<file path="config.mk">
export PLATFORM = sky130hd
export DESIGN_NAME = tmvs_cell
export DESIGN_NICKNAME = d
export VERILOG_FILES = /design/src/tmvs_pkg.sv /design/src/tmvs_cell.sv
export SDC_FILE = /design/constraint.sdc
export NUM_CORES = 1
export LEC_CHECK = 0
export BUFFER_PORTS_ARGS = -buffer_cell sky130_fd_sc_hd__buf_2
export CAP_MARGIN = 20
export CORE_AREA = 3 3 213 215
export CTS_CLUSTER_SIZE = 14
export DETAILED_ROUTE_END_ITERATION = 10
export DIE_AREA = 0 0 216 218
export GPL_TIMING_DRIVEN = 1
export SYNTH_ARGS = -nofsm -noshare
export SYNTH_HDL_FRONTEND = slang
export SYNTH_SLANG_ARGS = --single-unit
</file>
<file path="constraint.sdc">
create_clock -name i_clk -period 6.2 [get_ports i_clk]
set_input_delay 1.55 -clock i_clk [delete_from_list [all_inputs] [get_ports i_clk]]
set_output_delay 1.55 -clock i_clk [all_outputs]
set_load 0.1 [all_outputs]
</file>
<file path="src/tmvs_pkg.sv">
// Shared constants, types and control structs of the tolerance-match vector set.
`default_nettype none
package tmvs_pkg;

    // Vector length and table size
    localparam int JOINTS      = 6;
    localparam int TABLE_DEPTH = 64;

    // Field widths fixed by the interface
    localparam int ANGLE_W     = 16;
    localparam int TOL_W       = 15;
    localparam int MATCH_W     = 6;
    localparam int COUNT_OUT_W = 7;

    // Tolerance register file
    localparam int NUM_TOL   = 6;
    localparam int CFG_IDX_W = 3;
    localparam int TOL_RESET = 164;

    // Derived widths
    localparam int IDX_W  = (TABLE_DEPTH > 1) ? $clog2(TABLE_DEPTH) : 1;
    localparam int CNT_W  = $clog2(TABLE_DEPTH + 1);
    localparam int POS_W  = $clog2(JOINTS + 1);
    localparam int QIDX_W = (JOINTS > 1) ? $clog2(JOINTS) : 1;

    typedef logic signed [ANGLE_W-1:0] t_angle;
    typedef t_angle [JOINTS-1:0]       t_vec;
    typedef logic [TOL_W-1:0]          t_tol;
    typedef t_tol [JOINTS-1:0]         t_tol_vec;

    // Search token handed from cell to cell
    typedef struct packed {
        logic             valid;
        logic             found;
        logic [IDX_W-1:0] idx;
    } t_token;

    // Per-cell control from the sequencer
    typedef struct packed {
        logic wr_en;
        logic occupied;
    } t_cell_ctl;

endpackage
`default_nettype wire

</file>
<file path="src/tmvs_cell.sv">
// One table cell: holds a stored vector and compares it against the passing search token.
`default_nettype none
module tmvs_cell
    import tmvs_pkg::*;
(
    input  wire logic             i_clk,
    input  wire logic             i_rst_n,
    input  wire logic [IDX_W-1:0] i_cell_index,
    input  wire t_cell_ctl        i_ctl,
    input  wire t_vec             i_query,
    input  wire t_tol_vec         i_tol,
    input  wire t_token           i_tok,
    output t_token                o_tok
);

    t_vec   r_entry;
    t_token r_tok;
    t_token n_tok;
    logic   w_hit;

    // Check every joint of the stored vector against its tolerance
    always_comb begin
        logic signed [ANGLE_W:0] v_diff;
        logic        [ANGLE_W:0] v_abs;
        w_hit = 1'b1;
        for (int j = 0; j < JOINTS; j++) begin
            v_diff = {r_entry[j][ANGLE_W-1], r_entry[j]} - {i_query[j][ANGLE_W-1], i_query[j]};
            v_abs  = v_diff[ANGLE_W] ? (~v_diff + 1'b1) : v_diff;
            if (!(v_abs < {{(ANGLE_W + 1 - TOL_W){1'b0}}, i_tol[j]})) begin
                w_hit = 1'b0;
            end
        end
    end

    // Claim the token for this cell when it is the first occupied match
    always_comb begin
        n_tok = i_tok;
        if (i_tok.valid && !i_tok.found && i_ctl.occupied && w_hit) begin
            n_tok.found = 1'b1;
            n_tok.idx   = i_cell_index;
        end
    end

    // Advance the token one cell per cycle
    always_ff @(posedge i_clk) begin
        if (!i_rst_n) begin
            r_tok <= '0;
        end else begin
            r_tok <= n_tok;
        end
    end

    // Store a new vector
    always_ff @(posedge i_clk) begin
        if (i_ctl.wr_en) begin
            r_entry <= i_query;
        end
    end

    assign o_tok = r_tok;

endmodule
`default_nettype wire

</file>
==> results of run 1 <==
[through the flow]
stage | TNS (ns) | setup WS, ns
6_report | -0.0240 | -0.0111
3_5_place_dp | -7.60 | -1.11
2_1_floorplan | 0 | 0.00341
5_1_grt | -1.51 | -0.259
3_3_place_gp | -6.41 | -0.930
4_1_cts | 0 | 0.00344
[logic make-up (layout without fill, tap and decap cells)]
| kind of cell | Yosys count | in the layout | synth area share |
|---|---|---|---|
| adders and majority gates | 192 | 192 | 0.187 |
| muxes | 8 | 8 | 0.00669 |
| other | 0 | 7 | 0 |
| DFF | 104 | 104 | 0.232 |
| AOI/OAI and AO/OA | 444 | 444 | 0.234 |
| xor gates and xnor gates | 137 | 137 | 0.0928 |
| and+or+nand+nor | 427 | 428 | 0.169 |
| buffers and inverters | 261 | 781 | 0.0777 |
[how the worst max path moves through the flow]
stage	end	startpoint	depth (start not counted)	slack, ns
global route	o_tok[4]	i_query[1]	26	-0.26
CTS	o_tok[4]	i_query[32]	24	0.003
detailed placement	o_tok[2]	i_query[49]	22	-1.11
floorplan	o_tok[2]	i_query[49]	22	0.003
finish	o_tok[5]	i_query[1]	27	-0.01
global placement	o_tok[0]	i_query[49]	22	-0.93
[power groups by stage]
stage	sequential [W]	clock, W	combinational [W]
2_1_floorplan	0.000874	0	0.00146
3_3_place_gp	0.000858	0	0.00236
3_5_place_dp	0.000859	0	0.00241
4_1_cts	0.000844	0.000716	0.00249
5_1_grt	0.000850	0.000738	0.00285
6_report	0.000844	0.000680	0.00255
[cells in the mapped netlist (8+ instances only)]
master	n	area [um2]
nor2_1	103	387
nor3_1	26	130
o2111ai_1	9	78.8
nand2_1	102	383
a31oi_1	13	81.3
inv_1	230	863
o31ai_1	12	90.1
nand4_1	19	119
nor2b_1	22	138
o21a_1	16	120
a211oi_1	27	203
a2111oi_0	9	78.8
edfxtp_1	96	2880
o21ai_0	81	405
nand3_1	35	175
ha_1	186	2330
and2_1	9	56.3
and3_1	18	113
clkbuf_1	20	75.1
o211ai_1	18	135
or3_1	15	93.8
dfxtp_1	8	160
nand2b_1	20	125
xor2_1	53	464
xnor2_1	82	718
a21oi_1	114	571
a21o_1	35	263
[sequential cells by signal, summed over array words and instances, names as in the netlist]
register	cells
o_tok	8
r_entry	96
[per-layer routing]
metal	track usage	wire length, um	vias up
met3	0.0418	2370	48
met5	0	90	-
met1	0.215	18500	6215
li1	-	-	6750
met2	0.293	19400	276
met4	0.0492	651	14
[repair_timing]
item,in CTS,in global routing
buffers inserted,2,13
endpoints found under the setup margin,7,7
endpoints found under the hold margin,0,0
hold buffers,0,0
gates resized for setup,46,63
pin swaps,28,52
gates cloned,1,0
[critical path: stages]
cell       delay, ns
buf_8           0.10
inv_4           0.04
ha_4            0.19
nor2b_4         0.12
o31a_1          0.31
o31a_1          0.32
a21oi_2         0.21
buf_4           0.14
o21ai_1         0.06
xor2_1          0.15
nor2_1          0.13
nand4_1         0.16
o31ai_2         0.29
xor2_1          0.21
ha_1            0.30
a22oi_1         0.22
buf_4           0.14
nand4_1         0.10
nor3_2          0.14
o2111ai_2       0.15
a2111oi_4       0.27
o2111ai_2       0.20
a2111oi_4       0.32
buf_4           0.19
and4bb_4        0.28
a31o_1          0.15
a21oi_1         0.06
[area by class of cell]
type,instances,area (um2),share of cell area
clock inverter,5,85.1,0.00472
antenna,7,17.5,0.000972
inverter,230,866,0.0480
clock buffer,11,243,0.0135
multi-input combinational,1209,9520,0.528
timing repair buffer,535,3510,0.195
sequential,104,3040,0.169
tap,592,741,0.0411
==> results.py, run 1 <==
metrics = {
    "layout": {
        "fin_area_um2": 18000,
        "layout_commonest_cell": "buf_4",
        "filler_cell_count": 4452,
        "layout_common_cells": "323 x buf_4, 226 x inv_1, 207 x buf_2",
        "syn_to_final_growth_pct": 37.7,
        "final_cell_count_no_fill": 2693,
        "fin_util": 0.410,
        "drive_gt1_frac": 0.319,
        "nets": 2485,
    },
    "routing": {
        "wirelength_um": 41000,
        "routedWlPerCell_um": 15.2,
        "drc": 0,
        "drtAntennaViolNets": 0,
        "drt_iter0_drc": 539,
        "route.vias.total": 13300,
        "via_per_inst": 4.94,
        "drtPass1Iterations": 5,
    },
    "power_and_ir_drop": {
        "p_clk_frac": 0.167,
        "seqPwrFrac": 0.207,
        "cellLeakagePower_nw": 8.62,
        "p_int_w": 0.00242,
        "ir_drop_uv": 130,
        "total_power_w": 0.00408,
        "power.switching_w": 0.00165,
        "swShare": 0.406,
        "p_per_area_nw_per_um2": 226,
        "pwr-share-comb": 0.626,
    },
    "run_status": {
        "outcome": "complete, but fails checks",
        "violations": "negative setup slack",
    },
    "grt": {
        "grt_pass1_vias": 13300,
        "antenna_found_initial": 16,
        "grt_pass1_wl_um": 64900,
        "overflow": 0,
        "grt_use_total": 0.171,
        "grt_max_degree": 63,
    },
    "sta": {
        "slew_headroom": 0.140,
        "rsz0062_at_grt": "yes",
        "tightest_slew_ns": 1.27,
        "whs_ns": 1.11,
        "setup_viol": 3,
        "fin_skew_ns": 0.0169,
        "fin_crit_ns": 6.21,
        "hold_viol": 0,
        "max_freq_mhz": 161,
        "drv_slew": 0,
        "fin_ws_ns": -0.0111,
        "finalCritPeriodShare": 1.00,
    },
    "worst_hold_path": {
        "min-delay-start": "r_entry[79]",
        "holdPathStages": 7,
        "min_to": "o_tok[4]",
        "hp-class": "reg2reg",
    },
    "floorplanning": {
        "die_w_um": 216,
        "die_y_um": 218,
        "num_rows": 77,
        "start_util": 0.298,
        "die_area_um2": 47100,
        "core_area_um2": 43900,
        "boundaryPins": 212,
    },
    "worst_setup_path": {
        "r2r_end": "o_tok[5]",
        "end_kind": "flop",
        "path_max_fanout": 6,
        "arrival_ns": 6.50,
        "reg2reg_from": "r_entry[1]",
        "required_ns": 6.49,
        "rr_worst_depth": 25,
        "timing.reg2reg.setup_slack_ns": 0.75,
        "crit_type": "in2reg",
        "crit_path_start_kind": "input port",
    },
    "clock_tree": {
        "clkTransAtPathRegs_ns": 0.08,
        "numClockSinks": 104,
        "clock_latency_ns": 0.40,
        "clock-root-buffer": "clkbuf_16",
        "cts.path.max_buffers": 2,
        "cts_tree": "built",
        "h-tree-depth": 3,
        "numCtsBuffers": 9,
    },
    "yosys": {
        "ys_ff_latch": 104,
        "synth-edff-count": 96,
        "syn_area_per_cell_um2": 8.32,
        "synth_flop_cell": "edfxtp_1",
        "syn-instance-count": 1573,
        "syn_area_um2": 13100,
        "seq_area_frac_synth": 0.232,
        "ys_warn_count": 0,
        "async_reset_ff_frac": 0,
        "synth_nets": 1969,
        "ys_types": 100,
    },
    "place": {
        "hpwl_um": 34100,
        "gp_congestion": 0.911,
        "port_buffers": 211,
        "dp_cells": 2653,
        "place_area_um2": 17100,
    },
    "flow_run": {
        "maxCapViolCount": 0,
    },
}
(Power assumes the default switching activity.)
==> run 2, diff against run 1 <==
Settings changed: RECOVER_POWER set to 50.
==> run 2 against run 1 <==
The run now ends clean. First-iteration DRC count grew 5.6%. Utilization down 0.16 points. Hold slack better by 0.0019 ns. Clock skew is essentially flat. Register-to-register slack gained 0.03 ns. Count of clock-buffer cells in the layout unchanged. Wire length barely moved. Maximum frequency is 0.27% higher. Largest cell class unchanged.
==> results.py, run 2 (synthesis gave the netlist of run 1 again) <==
metrics = {
    "place": {
        "hpwl_um": 34100,
        "dp_slack_ns": -1.11,
        "place_area_um2": 17100,
        "port_buffers": 211,
        "gp_congestion": 0.911,
    },
    "routing": {
        "drt_iter0_drc": 569,
        "routedWlPerCell_um": 15.2,
        "drtPass1Iterations": 5,
        "route.vias.total": 13300,
        "via_per_inst": 4.93,
        "drtAntennaViolNets": 0,
        "drc": 0,
        "wirelength_um": 41000,
    },
    "worst_setup_path": {
        "crit_path_start_kind": "input port",
        "cp_slowest_cell": "or4b_4",
        "path_delay_family": "compound AO/OA/AOI/OAI gates",
        "end_kind": "flop",
        "crit_chain": "clkbuf_1, ha_1, fa_1, nand2b_4, a21o_1, nand3b_1, xnor2_1, buf_4, or4b_4, o41ai_4, xor2_1, ha_1, nand2_1, nor2_1, a211oi_2, o2111ai_2, a2111oi_4, o2111ai_2, a2111oi_4, buf_4, and4bb_4, a31o_1, a21oi_1",
        "cp_slowest_stage_delay_ns": 0.50,
        "path_max_fanout": 6,
        "required_ns": 6.50,
        "critical_path_buf_inv_count": 3,
        "arrival_ns": 6.49,
        "crit_type": "in2reg",
    },
    "clock_tree": {
        "cts_tree": "built",
        "clock_latency_ns": 0.40,
        "numCtsBuffers": 9,
        "h-tree-depth": 3,
        "numClockSinks": 104,
        "cts.path.max_buffers": 2,
        "clock-root-buffer": "clkbuf_16",
        "hold_buffers": 0,
        "clkTransAtPathRegs_ns": 0.09,
    },
    "layout": {
        "drive_gt1_frac": 0.295,
        "syn_to_final_growth_pct": 37.2,
        "nets": 2485,
        "largest_register_ff_count": 96,
        "layout_common_cells": "323 x buf_4, 226 x inv_1, 178 x ha_1",
        "regMostFlops": "r_entry",
        "filler_cell_count": 4469,
        "fin_area_um2": 18000,
        "layout_commonest_cell": "buf_4",
    },
    "power_and_ir_drop": {
        "ir_drop_uv": 130,
        "p_int_w": 0.00242,
        "swShare": 0.406,
        "total_power_w": 0.00407,
        "p_clk_frac": 0.167,
        "p_per_area_nw_per_um2": 227,
        "pwr-share-comb": 0.626,
        "cellLeakagePower_nw": 8.48,
        "power.switching_w": 0.00165,
        "seqPwrFrac": 0.207,
    },
    "floorplanning": {
        "core_area_um2": 43900,
        "die_w_um": 216,
        "die_area_um2": 47100,
        "start_util": 0.298,
        "boundaryPins": 212,
        "num_rows": 77,
        "die_y_um": 218,
    },
    "run_status": {
        "outcome": "finished clean",
    },
    "sta": {
        "max_freq_mhz": 161,
        "whs_ns": 1.11,
        "slew_headroom": 0.188,
        "drv_slew": 0,
        "fin_crit_ns": 6.19,
        "fin_skew_ns": 0.0173,
        "rsz0062_at_grt": "yes",
        "fin_ws_ns": 0.00586,
        "tightest_slew_ns": 1.20,
        "hold_viol": 0,
        "setup_viol": 0,
        "finalCritPeriodShare": 0.999,
    },
    "grt": {
        "grt_use_total": 0.171,
        "antenna_found_initial": 15,
        "overflow": 0,
        "grt_max_degree": 63,
        "grt_pass1_wl_um": 64900,
        "grt_pass1_vias": 13300,
    },
    "flow_run": {
        "maxCapViolCount": 0,
    },
    "worst_hold_path": {
        "hp-class": "reg2reg",
    },
}
==> run 2: timing repair <==
item | CTS | global route
pin swaps | 28 | 52
buffers inserted | 2 | 13
resized for setup | 46 | 63
endpoints found under the setup margin | 7 | 7
cloned | 1 | 0
==> run 2: per-layer routing <==
metal	GRT usage	part of all wire	up-vias
met3	0.0418	0.058	46
met1	0.215	0.45	6204
met5	0	0.0021	-
li1	-	-	6750
met4	0.0492	0.016	14
met2	0.293	0.47	267
==> run 2: worst paths after layout <==
path | startpoint | to | slack, ns | cells past startpoint
worst max register to register | r_entry[1] | o_tok[4] | 0.78 | 25
worst max-delay path | i_query[16] | o_tok[4] | 0.006 | 23
worst min register to register | r_entry[79] | o_tok[4] | 1.11 | 7
worst min-delay path | r_entry[79] | o_tok[4] | 1.11 | 7
==> run 2: final cells by class <==
class / instances / area [um2] / area share
Tap cell: 592 / 741 / 0.0412
Sequential cell: 104 / 3040 / 0.169
Clock inverter: 5 / 85.1 / 0.00474
Antenna cell: 6 / 15.0 / 0.000836
Timing Repair Buffer: 535 / 3450 / 0.192
Inverter: 230 / 866 / 0.0482
Multi-Input combinational cell: 1209 / 9520 / 0.530
Clock buffer: 11 / 243 / 0.0135
==> run 2: through the flow <==
stage                util  std cells  setup TNS (ns)
finish              0.409       2692               0
global route        0.409       2690           -1.51
CTS                 0.402       2672               0
detailed placement  0.388       2653           -7.60
global placement    0.388       2653           -6.41
floorplan               -       1573               0
==> run 2: power groups by stage <==
stage / sequential [W] / combinational [W] / clock, W
after floorplan: 0.000874 / 0.00146 / 0
after global placement: 0.000858 / 0.00236 / 0
after detailed placement: 0.000859 / 0.00241 / 0
after CTS: 0.000844 / 0.00249 / 0.000716
after global routing: 0.000850 / 0.00284 / 0.000738
final: 0.000844 / 0.00255 / 0.000680
==> run 2: worst reg2reg max path: stages (launching register included) <==
cell       delay [ns]
edfxtp_1         0.45
ha_4             0.27
nor2b_4          0.12
o31a_1           0.31
o31a_1           0.32
a21oi_2          0.21
buf_4            0.14
o21ai_1          0.06
xor2_1           0.15
nor2_1           0.13
nand4_1          0.16
o31ai_2          0.30
xor2_1           0.21
ha_1             0.30
a22oi_1          0.20
buf_4            0.13
nand4_1          0.09
nor3_2           0.14
o2111ai_2        0.15
a2111oi_4        0.27
o2111ai_2        0.20
a2111oi_4        0.32
buf_4            0.19
and4bb_4         0.29
a31o_1           0.16
a21oi_1          0.05
